**src/rtl/core/olwd_pkg.sv**
```systemverilog
// ----------------------------------------------------------------------------
// Ordered list with delete by value: shared definitions
// Field widths, request codes and the control word that steers each cell.
// ----------------------------------------------------------------------------
package olwd_pkg;

   localparam int unsigned ACTION_WIDTH = 2;
   localparam int unsigned VALUE_WIDTH  = 32;
   localparam int unsigned LIMIT_WIDTH  = 5;
   localparam int unsigned COUNT_WIDTH  = 5;

   localparam logic [ACTION_WIDTH-1:0] ACT_PUSH_BACK  = 2'd0;
   localparam logic [ACTION_WIDTH-1:0] ACT_PUSH_FRONT = 2'd1;
   localparam logic [ACTION_WIDTH-1:0] ACT_DELETE     = 2'd2;
   localparam logic [ACTION_WIDTH-1:0] ACT_POP_FRONT  = 2'd3;

   typedef struct packed {
      logic load;
      logic take_left;
      logic take_right;
   } cell_ctrl_type;

   typedef enum logic [1:0] {
      ST_IDLE = 2'b01,
      ST_PASS = 2'b10
   } state_type;

endpackage

```
**src/rtl/core/olwd_cell.sv**
```systemverilog
// ----------------------------------------------------------------------------
// Ordered list cell
// Holds one entry and takes a new word, its left neighbour or its right
// neighbour as steered by the control word.
// ----------------------------------------------------------------------------
module olwd_cell #(
   parameter int unsigned DATA_WIDTH = 32
) (
   input  logic                   clock,
   input  olwd_pkg::cell_ctrl_type ctrl,
   input  logic [DATA_WIDTH-1:0]  load_data,
   input  logic [DATA_WIDTH-1:0]  left_data,
   input  logic [DATA_WIDTH-1:0]  right_data,
   output logic [DATA_WIDTH-1:0]  data
);

   logic [DATA_WIDTH-1:0] data_ff;
   logic [DATA_WIDTH-1:0] data_in;

   always_comb begin
      data_in = data_ff;
      if (ctrl.load) begin
         data_in = load_data;
      end else if (ctrl.take_left) begin
         data_in = left_data;
      end else if (ctrl.take_right) begin
         data_in = right_data;
      end
   end

   always_ff @(posedge clock) begin
      data_ff <= data_in;
   end

   assign data = data_ff;

endmodule

```
**src/rtl/core/ordered_list_with_delete_by_value_core.sv**
```systemverilog
// ----------------------------------------------------------------------------
// Ordered list with delete by value
// A bounded double-ended list of words held in a row of cells, with push at
// either end, pop at the front and removal of the first matches of a value.
// ----------------------------------------------------------------------------
// A request is transferred at a rising edge with start high and busy low.
// Every request gives exactly one result, marked by rsp_valid for one cycle;
// the receiver must take it then, as results cannot be held off.
// Push back, push front and pop front are handled on transfer: the result is
// shown in the cycle after the transfer and busy stays low, so one such
// request may be transferred in every cycle.
// A delete passes every held entry once through the front cell, one entry
// per cycle, while the cells rotate towards the front; a match within the
// limit is dropped and any other entry goes back in at the tail. Busy is
// high until every held entry has passed, and the result is shown in the cycle
// after the last of them; on an empty list a delete answers in the next cycle
// like a push.
// The front, back, count and empty ports always show the current list; they
// belong to a result in the cycle that rsp_valid marks.
// Reset empties the list and clears the sequencer; the cells need no reset.
// ----------------------------------------------------------------------------
module ordered_list_with_delete_by_value_core #(
   parameter int unsigned CAPACITY   = 16,
   parameter int unsigned DATA_WIDTH = 32
) (
   input  logic                                   clock,
   input  logic                                   reset,
   input  logic                                   start,
   output logic                                   busy,
   input  logic [olwd_pkg::ACTION_WIDTH-1:0]      req_action,
   input  logic [olwd_pkg::VALUE_WIDTH-1:0]       req_value,
   input  logic [olwd_pkg::LIMIT_WIDTH-1:0]       req_delete_limit,
   output logic                                   rsp_valid,
   output logic [olwd_pkg::VALUE_WIDTH-1:0]       rsp_front_word,
   output logic [olwd_pkg::VALUE_WIDTH-1:0]       rsp_back_word,
   output logic [olwd_pkg::COUNT_WIDTH-1:0]       rsp_entry_count,
   output logic                                   rsp_list_empty,
   output logic [olwd_pkg::COUNT_WIDTH-1:0]       rsp_removed_count,
   output logic [olwd_pkg::VALUE_WIDTH-1:0]       rsp_popped_word,
   output logic                                   rsp_overflow
);

   localparam int unsigned CNT_W = $clog2(CAPACITY + 1);
   localparam int unsigned CMP_W =
      (CNT_W > olwd_pkg::LIMIT_WIDTH) ? CNT_W : olwd_pkg::LIMIT_WIDTH;

   olwd_pkg::state_type                 state_ff, state_in;
   logic [CNT_W-1:0]                    count_ff, count_in;
   logic [CNT_W-1:0]                    steps_ff, steps_in;
   logic [CNT_W-1:0]                    removed_ff, removed_in;
   logic [DATA_WIDTH-1:0]               match_ff, match_in;
   logic [olwd_pkg::LIMIT_WIDTH-1:0]    limit_ff, limit_in;
   logic [DATA_WIDTH-1:0]               back_ff, back_in;
   logic                                rsp_valid_ff, rsp_valid_in;
   logic [olwd_pkg::COUNT_WIDTH-1:0]    rsp_removed_ff, rsp_removed_in;
   logic [olwd_pkg::VALUE_WIDTH-1:0]    rsp_popped_ff, rsp_popped_in;
   logic                                rsp_overflow_ff, rsp_overflow_in;

   logic                    accept;
   logic                    full;
   logic                    in_pass;
   logic                    drop;
   logic [DATA_WIDTH-1:0]   word_in;
   logic [DATA_WIDTH-1:0]   front;
   logic [DATA_WIDTH-1:0]   load_word;
   logic                    do_push_back;
   logic                    do_push_front;
   logic                    do_pop;
   logic                    do_keep;
   logic                    do_rotate;

   logic [DATA_WIDTH-1:0]   cell_data [CAPACITY];
   olwd_pkg::cell_ctrl_type cell_ctrl [CAPACITY];

   assign accept  = start && !busy;
   assign full    = (count_ff == CNT_W'(CAPACITY));
   assign in_pass = (state_ff == olwd_pkg::ST_PASS);
   assign word_in = DATA_WIDTH'(req_value);
   assign front   = cell_data[0];
   assign drop    = (front == match_ff) && (CMP_W'(removed_ff) < CMP_W'(limit_ff));

   assign do_push_back  = accept && (req_action == olwd_pkg::ACT_PUSH_BACK) && !full;
   assign do_push_front = accept && (req_action == olwd_pkg::ACT_PUSH_FRONT) && !full;
   assign do_pop        = accept && (req_action == olwd_pkg::ACT_POP_FRONT) &&
                          (count_ff != '0);
   assign do_rotate     = in_pass;
   assign do_keep       = in_pass && !drop;
   assign load_word     = in_pass ? front : word_in;

   for (genvar i = 0; i < CAPACITY; i++) begin : g_cell
      logic [DATA_WIDTH-1:0] left_data;
      logic [DATA_WIDTH-1:0] right_data;

      if (i == 0) begin : g_first
         assign left_data = '0;
      end else begin : g_left
         assign left_data = cell_data[i-1];
      end

      if (i == CAPACITY - 1) begin : g_last
         assign right_data = '0;
      end else begin : g_right
         assign right_data = cell_data[i+1];
      end

      always_comb begin
         cell_ctrl[i].load       = (do_push_back && (count_ff == CNT_W'(i))) ||
                                   (do_push_front && (i == 0)) ||
                                   (do_keep && (count_ff == CNT_W'(i + 1)));
         cell_ctrl[i].take_left  = do_push_front;
         cell_ctrl[i].take_right = do_pop || do_rotate;
      end

      olwd_cell #(
         .DATA_WIDTH (DATA_WIDTH)
      ) u_cell (
         .clock      (clock),
         .ctrl       (cell_ctrl[i]),
         .load_data  (load_word),
         .left_data  (left_data),
         .right_data (right_data),
         .data       (cell_data[i])
      );
   end

   always_comb begin
      state_in        = state_ff;
      count_in        = count_ff;
      steps_in        = steps_ff;
      removed_in      = removed_ff;
      match_in        = match_ff;
      limit_in        = limit_ff;
      back_in         = back_ff;
      rsp_valid_in    = 1'b0;
      rsp_removed_in  = rsp_removed_ff;
      rsp_popped_in   = rsp_popped_ff;
      rsp_overflow_in = rsp_overflow_ff;

      unique case (state_ff)
         olwd_pkg::ST_IDLE: begin
            if (accept) begin
               rsp_removed_in  = '0;
               rsp_popped_in   = '0;
               rsp_overflow_in = 1'b0;
               case (req_action)
                  olwd_pkg::ACT_PUSH_BACK: begin
                     rsp_valid_in = 1'b1;
                     if (full) begin
                        rsp_overflow_in = 1'b1;
                     end else begin
                        count_in = count_ff + 1'b1;
                        back_in  = word_in;
                     end
                  end
                  olwd_pkg::ACT_PUSH_FRONT: begin
                     rsp_valid_in = 1'b1;
                     if (full) begin
                        rsp_overflow_in = 1'b1;
                     end else begin
                        count_in = count_ff + 1'b1;
                        if (count_ff == '0) begin
                           back_in = word_in;
                        end
                     end
                  end
                  olwd_pkg::ACT_DELETE: begin
                     if (count_ff == '0) begin
                        rsp_valid_in = 1'b1;
                     end else begin
                        state_in   = olwd_pkg::ST_PASS;
                        steps_in   = count_ff;
                        removed_in = '0;
                        match_in   = word_in;
                        limit_in   = req_delete_limit;
                     end
                  end
                  default: begin
                     rsp_valid_in = 1'b1;
                     if (count_ff != '0) begin
                        count_in       = count_ff - 1'b1;
                        rsp_removed_in = olwd_pkg::COUNT_WIDTH'(1);
                        rsp_popped_in  = olwd_pkg::VALUE_WIDTH'(front);
                     end
                  end
               endcase
            end
         end
         olwd_pkg::ST_PASS: begin
            if (drop) begin
               count_in   = count_ff - 1'b1;
               removed_in = removed_ff + 1'b1;
            end else begin
               back_in = front;
            end
            steps_in = steps_ff - 1'b1;
            if (steps_ff == CNT_W'(1)) begin
               state_in       = olwd_pkg::ST_IDLE;
               rsp_valid_in   = 1'b1;
               rsp_removed_in = olwd_pkg::COUNT_WIDTH'(removed_in);
            end
         end
         default: begin
            state_in = olwd_pkg::ST_IDLE;
         end
      endcase
   end

   always_ff @(posedge clock) begin
      if (reset) begin
         state_ff        <= olwd_pkg::ST_IDLE;
         count_ff        <= '0;
         steps_ff        <= '0;
         removed_ff      <= '0;
         rsp_valid_ff    <= 1'b0;
         rsp_removed_ff  <= '0;
         rsp_popped_ff   <= '0;
         rsp_overflow_ff <= 1'b0;
      end else begin
         state_ff        <= state_in;
         count_ff        <= count_in;
         steps_ff        <= steps_in;
         removed_ff      <= removed_in;
         rsp_valid_ff    <= rsp_valid_in;
         rsp_removed_ff  <= rsp_removed_in;
         rsp_popped_ff   <= rsp_popped_in;
         rsp_overflow_ff <= rsp_overflow_in;
      end
   end

   always_ff @(posedge clock) begin
      match_ff <= match_in;
      limit_ff <= limit_in;
      back_ff  <= back_in;
   end

   assign busy              = in_pass;
   assign rsp_valid         = rsp_valid_ff;
   assign rsp_front_word    = (count_ff != '0) ? olwd_pkg::VALUE_WIDTH'(front) : '0;
   assign rsp_back_word     = (count_ff != '0) ? olwd_pkg::VALUE_WIDTH'(back_ff) : '0;
   assign rsp_entry_count   = olwd_pkg::COUNT_WIDTH'(count_ff);
   assign rsp_list_empty    = (count_ff == '0);
   assign rsp_removed_count = rsp_removed_ff;
   assign rsp_popped_word   = rsp_popped_ff;
   assign rsp_overflow      = rsp_overflow_ff;

`ifndef SYNTH
   a_count_bounded: assert property (@(posedge clock) disable iff (reset)
      count_ff <= CNT_W'(CAPACITY))
      else $error("entry count exceeds capacity");

   a_single_cycle_result: assert property (@(posedge clock) disable iff (reset)
      accept && (req_action != olwd_pkg::ACT_DELETE) |=> rsp_valid_ff && !busy)
      else $error("push or pop gave no result in the next cycle");

   a_pass_never_grows: assert property (@(posedge clock) disable iff (reset)
      in_pass |=> count_ff <= $past(count_ff))
      else $error("list grew during a delete pass");

   a_overflow_when_full: assert property (@(posedge clock) disable iff (reset)
      rsp_valid_ff && rsp_overflow_ff |-> full && (rsp_removed_ff == '0))
      else $error("overflow reported while list not full");

   a_pass_removed_bounded: assert property (@(posedge clock) disable iff (reset)
      in_pass |-> CMP_W'(removed_ff) <= CMP_W'(limit_ff))
      else $error("delete removed more entries than its limit");
`endif

endmodule
```
**config.mk**
```make
export PLATFORM = sky130hd
export DESIGN_NAME = ordered_list_with_delete_by_value_core
export DESIGN_NICKNAME = d
export VERILOG_FILES = /design/src/rtl/core/olwd_pkg.sv /design/src/rtl/core/olwd_cell.sv /design/src/rtl/core/ordered_list_with_delete_by_value_core.sv
export SDC_FILE = /design/constraint.sdc
export NUM_CORES = 1
export LEC_CHECK = 0
export BUFFER_PORTS_ARGS = -buffer_cell sky130_fd_sc_hd__buf_4
export CAP_MARGIN = 10
export CORE_MARGIN = 2
export CORE_UTILIZATION = 62
export CTS_CLUSTER_DIAMETER = 200
export DETAILED_ROUTE_END_ITERATION = 6
export PLACE_DENSITY = 0.78
export REMOVE_ABC_BUFFERS = 1
export SETUP_SLACK_MARGIN = 0.2
export SYNTH_ARGS = -nofsm -noshare
export SYNTH_HDL_FRONTEND = slang
export SYNTH_SLANG_ARGS = --single-unit
```
**constraint.sdc**
```tcl
create_clock -name clock -period 4.6 [get_ports clock]
set_input_delay 0.23 -clock clock [delete_from_list [all_inputs] [get_ports clock]]
set_output_delay 0.23 -clock clock [all_outputs]
set_load 0.01 [all_outputs]
```
Word-level counts from Yosys, hierarchy flattened
Index checks and enable logic that the tools add are counted.
{ "totals": {"register_bits": 637} }
{ "classes": {"addsub": 4, "n_lt_le_gt_ge": 1, "n_eq_ne": 36, "mux": 91, "n_bitwise": 1, "reduce_logical": 91} }
{ "ops": {"columns": ["op", "n"], "rows": [
  ["32-bit two-way mux", 57],
  ["32-bit case mux with 2 select lines", 2],
  ["5-bit two-way mux", 13],
  ["5-bit case mux with 2 select lines", 5],
  ["3-bit nonzero test", 16],
  ["1-bit logical AND", 41],
  ["5-bit by 4-bit == test with 1-bit output, second input constant", 8],
  ["32-bit == test", 1],
  ["5-bit by 3-bit == test with 1-bit output, second input constant", 4],
  ["1-bit logical OR", 18],
  ["3-bit != test, second input constant", 6],
  ["4-bit AND reduction", 3],
  ["5-bit by 1-bit adder with 5-bit output, second input constant", 2],
  ["5-bit by 1-bit == test with 1-bit output, second input constant", 2],
  ["5-bit by 2-bit == test with 1-bit output, second input constant", 2],
  ["5-bit by 1-bit subtractor with 5-bit output, second input constant", 2],
  ["1-bit two-way mux", 8],
  ["2-bit two-way mux", 4],
  ["2-bit != test, second input constant", 4],
  ["7-bit AND reduction", 1],
  ["2-bit == test, second input constant", 3],
  ["2-bit by 1-bit != test with 1-bit output, second input constant", 3],
  ["6-bit AND reduction", 1],
  ["5-bit == test, second input constant", 1],
  ["other kinds (14)", 17]
]} }

Logic depth before layout (Yosys ltp)
{ "depth": {"ltp_word": 9, "depth_mapped": 12} }

Cells and area by module
From an unflattened synthesis, not the netlist that was laid out.
{ "unflattened": {"cells_unflattened": 2842, "hier_area_um2": 32979.1} }
{ "by_module_without_submodules": {"columns": ["mod", "n_inst", "cells_each", "area_each_um2"], "rows": [
  ["olwd_cell", 16, 140, 1672.9],
  ["ordered_list_with_delete_by_value_core", 1, 602, 6213.5]
]} }

Least setup slack after synthesis
Ideal clock, no wire load.
{ "synth_timing": {"kind": "reg2reg", "startpoint": "reg state_ff[0]", "endpoint": "reg g_cell[0].u_cell.data_ff[0], enable pin", "setup_time_ns": 0.470, "t_arrival_ns": 3.823, "slack_ns": 0.307, "stages_incl_launch_ff": 9, "n_path_buf": 1, "synth_period_minus_slack_ns": 4.293, "path_cell_list": "dfxtp_1 inv_1 ha_1 clkbuf_1 nor2_2 nand2_1 nor2_1 nand2_1 o31ai_1"} }
{ "synth_between": {"elab_chain_len": 9, "word_cells_on_any_way": 16, "classes_between": "eq/ne (1); reduce/logical (15)"} }
{ "synth_lines": {"columns": ["item", "line_no", "source"], "rows": [
  ["start: declaration", "ordered_list_with_delete_by_value_core.sv:47", "olwd_pkg::state_type state_ff, state_in;"],
  ["start signal: assignment", "ordered_list_with_delete_by_value_core.sv:210", "state_ff <= olwd_pkg::ST_IDLE;"],
  ["start signal: assignment", "ordered_list_with_delete_by_value_core.sv:219", "state_ff <= state_in;"],
  ["2-bit == test *", "ordered_list_with_delete_by_value_core.sv:77", "assign in_pass = (state_ff == olwd_pkg::ST_PASS);"],
  ["net busy", "ordered_list_with_delete_by_value_core.sv:29", "output logic busy,"],
  ["1-bit logical NOT", "ordered_list_with_delete_by_value_core.sv:75", "assign accept = start && !busy;"],
  ["1-bit logical AND", "ordered_list_with_delete_by_value_core.sv:75", null],
  ["1-bit logical AND (2 in a row)", "ordered_list_with_delete_by_value_core.sv:82", "assign do_push_back = accept && (req_action == olwd_pkg::ACT_PUSH_BACK) && !full;"],
  ["1-bit logical AND", "ordered_list_with_delete_by_value_core.sv:107", "cell_ctrl[i].load = (do_push_back && (count_ff == CNT_W'(i))) ||"],
  ["1-bit logical OR", "ordered_list_with_delete_by_value_core.sv:107", null],
  ["1-bit logical OR", "ordered_list_with_delete_by_value_core.sv:108", "(do_push_front && (i == 0)) ||"],
  ["3-bit nonzero test (no line) *", null, null],
  ["end signal: assignment", "olwd_cell.sv:32", "data_ff <= data_in;"],
  ["end: declaration", "olwd_cell.sv:17", "logic [DATA_WIDTH-1:0] data_ff;"]
]} }
The timed path passes the listed nets; every way through them passes the cells marked *.
A chain may end at the register's enable or synchronous reset.

Worst setup path after layout
{ "layout_timing": {"startpoint": "reg g_cell[0].u_cell.data_ff[30]", "endpoint": "reg g_cell[2].u_cell.data_ff[31] (data pin)"} }
{ "layout_between": {"elab_chain_len": 7} }
{ "layout_lines": {"columns": ["item", "line_no", "source"], "rows": [
  ["32-bit == test", "ordered_list_with_delete_by_value_core.sv:80", "assign drop = (front == match_ff) && (CMP_W'(removed_ff) < CMP_W'(limit_ff));"],
  ["1-bit logical AND", "ordered_list_with_delete_by_value_core.sv:80", null],
  ["1-bit logical NOT", "ordered_list_with_delete_by_value_core.sv:87", "assign do_keep = in_pass && !drop;"],
  ["1-bit logical AND", "ordered_list_with_delete_by_value_core.sv:87", null],
  ["1-bit logical AND", "ordered_list_with_delete_by_value_core.sv:109", "(do_keep && (count_ff == CNT_W'(i + 1)));"],
  ["1-bit logical OR", "ordered_list_with_delete_by_value_core.sv:108", null],
  ["32-bit two-way mux", "olwd_cell.sv:22", "if (ctrl.load) begin"],
  ["net g_cell[2].u_cell.data_in[31]", "olwd_cell.sv:18", "logic [DATA_WIDTH-1:0] data_in;"],
  ["end signal: assignment", "olwd_cell.sv:32", null],
  ["end: declaration", "olwd_cell.sv:17", null]
]} }
The timed path passes the listed nets, and every way through them passes these cells.

==> results.toml <==
[routing]
drc = 1
finalWirelength_um = 99500
wl_per_cell_um = 30.2
detail_route.first_pass.iterations = 7
vias = 22600
ant_nets = 0
drt_iter0_drc = 3169
vias_per_cell = 6.86

[yosys]
synth_top_area_share_pct = 54.5
synth_edf_count = 581
synth_top_family_by_area = "multiplexers"
yosysSeqAreaShare_pct = 58.0
synth_area_leaders = "edfxtp_1 (54%), mux2i_1 (23%), a22oi_1 (5.3%)"
async_flop_share_pct = 0
synth-xor-area-share_pct = 0.985
ys.flop_type = "edfxtp_1"
ys_warn_count = 0
synth-simple-area-share_pct = 5.33
synth_seq_cells = 637
synth_area_per_cell_sq_um = 13.5
synth.distinct_cells = 64
synth_area_sq_um = 32000
synth.area.mux_share_pct = 24.3
yosysTopAreaCell = "edfxtp_1"
synth-compound-area-share_pct = 7.58
synth_cells = 2375
synthAdderAreaFrac_pct = 0.586

[grt]
overflow = 0
antenna_found_initial = 2
grt_max_degree = 77
grt_pass1_wl_um = 147000
grt_usage_pct = 37.2
grt_pass1_vias = 22700

[final_layout]
post-route-util_pct = 72.1
layout_commonest_cell = "mux2i_1"
drive_above_1_share_pct = 17.1
area_growth_pct = 15.2
final_nets = 2620
final_cell_mix = "mux2i_1 (740), edfxtp_1 (581), buf_4 (238), a22oi_1 (225), nor2_1 (153)"

[placement]
post-place-ws_ns = 0.806
dp_hpwl_um = 60000
place.gp.congestion = 0.878
port_buffers = 151

[setup_path]
slowest_delay_ns = 0.63
end_kind = "flop"
path_cells = "xor2_1 -> nor4_1 -> buf_4 -> nand4_1 -> a31oi_2 -> buf_4 -> a21oi_1 -> or2_4 -> buf_12 -> a22oi_1"
rr_worst_depth = 10
cp_common_cell = "buf_4"
crit_slowest_cell = "xor2_1"
criticalPathCategory = "flop to flop"
crit_required_ns = 4.92
r2r_slack_ns = 0.57
reg2reg_to = "g_cell[2].u_cell.data[31]"
rr_startpoint = "g_cell[0].u_cell.data[30]"
crit_arrival_ns = 4.35
crit_fanout = 68
crit_path_start = "g_cell[0].u_cell.data[30]"
startpoint_type = "flop"

[hold_path]
hold_class = "input pin to flop"
hp-start = "req_action[1]"
whs_endpoint = "rsp_overflow"
holdPathStages = 4

[clock_network]
numCtsBuffers = 68
cts_sinks = 637
cts_setup_buffers = 0
clockRootBuffer = "clkbuf_16"
path_clk_slew_ns = 0.06
cts_tree = "yes"
clkLatencyLatePin_ns = 0.61
cts_htree_levels = 3
clockBufferDepth = 3

[sta]
finalMaxSlewViolations = 0
period_needed_ns = 4.03
relSlewSlack_pct = 29.1
final.period_utilization_pct = 87.6
fin_skew_ns = 0.0235
whs_ns = 0.0452
tightest_slew_ns = 1.06
setup_viol = 0
grt_setup_unrepaired = "false"
max_freq_mhz = 248
setup_ws_ns = 0.572
hold_viol_final = 0

[die]
die_area_sq_um = 53500
io_pins = 152
start_util_pct = 62.5
row_count = 83
die_y_um = 231
die_x_um = 231
core-area_sq_um = 51200

[job]
max_cap_violations = 0

[pwr]
ir_drop_mv = 0.345
p_leak_nw = 15.1
powerDensity_nw_per_um2 = 400

[outcome]
outcome = "finished with violations"
failed_checks = "DRC"
==> stage by stage <==
stage	instance area, sq um	total power (W)	cells	TNS (ns)
2_1_floorplan	31200	0.00859	2202	-7254.06
4_1_cts	36900	0.0147	3295	0
6_report	36900	0.0147	3297	0
3_3_place_gp	34300	0.00922	3136	0
3_5_place_dp	34300	0.00930	3136	0
5_1_grt	36900	0.0151	3295	0
==> logic make-up (layout without fill, tap and decap cells) <==
logic type | after synthesis | in the layout
AND/OR/NAND/NOR | 359 | 359
buffers and inverters | 220 | 460
multiplexers | 773 | 773
flip-flops | 637 | 637
AO/OA/AOI/OAI | 335 | 335
XOR/XNOR | 36 | 36
adder cells (fa/ha/maj) | 15 | 15
other | 0 | 2
==> final cells by class <==
cell class                 count  area [sq um]
antenna                        2          5.00
clock buffer                  99          1960
clock inverter                23           223
fill                        3365         14300
inverter                      47           176
multi-input combinational   1518         12600
sequential                   637         18600
tap                          680           851
timing repair buffer         291          2480
==> state kept, by name (all words and copies together), names as in the netlist <==
register / cells
steps_ff: 5
rsp_removed_count: 5
back_ff: 32
rsp_overflow: 1
rsp_entry_count: 5
rsp_popped_word: 32
limit_ff: 5
match_ff: 32
removed_ff: 5
rsp_valid: 1
g_cell.u_cell.data: 512
state_ff: 2
==> metal layers <==
| metal | part of all wire [%] | track usage [%] | vias to the layer above |
|---|---|---|---|
| met2 | 44 | 55.8 | 1566 |
| li1 | - | - | 9465 |
| met1 | 39 | 51.6 | 11300 |
| met4 | 4.5 | 15.5 | 2 |
| met3 | 13 | 10.1 | 290 |
| met5 | 0.010 | 0 | - |
==> how the worst max path moves through the flow <==
stage	end	slack [ns]	cells past startpoint
after floorplan	g_cell[5].u_cell.data[0]	-18.60	7
after global placement	g_cell[2].u_cell.data[31]	0.86	10
after detailed placement	g_cell[2].u_cell.data[31]	0.81	10
after CTS	g_cell[2].u_cell.data[31]	0.79	10
after global routing	g_cell[6].u_cell.data[10]	0.61	10
final	g_cell[2].u_cell.data[31]	0.57	10
==> report_power, final <==
part / internal, W / total, W / switching (W)
registers: 0.00687 / 0.00713 / 0.000259
logic: 0.000800 / 0.00215 / 0.00135
clock network: 0.00319 / 0.00546 / 0.00228
total: 0.0109 / 0.0147 / 0.00388
==> repair_timing <==
item	4_1_cts	5_1_grt
hold buffers	37	0
endpoints found under the hold margin	37	0
gates resized for setup	0	0
==> synth_stat cells, drive strengths merged (2+ instances only) <==
master and instances:
a31o 3, xor2 35, and2 70, dfxtp 56, nand2b 7, or3 3
mux2i 740, o21ai 54, clkbuf 109, a21o 2, nand2 73, a22oi 225
nand4 4, nor2b 4, inv 47, nor4 10, nor2 157, buf 64
and3 5, a211oi 5, nor3 5, o31ai 3, nand3b 2, edfxtp 581
a21oi 23, a31oi 9, a41oi 3, mux2 33, or4 3, nand3 8
or2 3, ha 15
==> critical path, delay by kind of cell, from the launching register on <==
family,cells,cell delay (ns)
compound gates,3,0.84
xor+xnor,1,0.63
buf+inv,3,0.79
flops,1,0.55
simple gates,3,0.83
No activity file was read; power rests on OpenSTA's default activity.
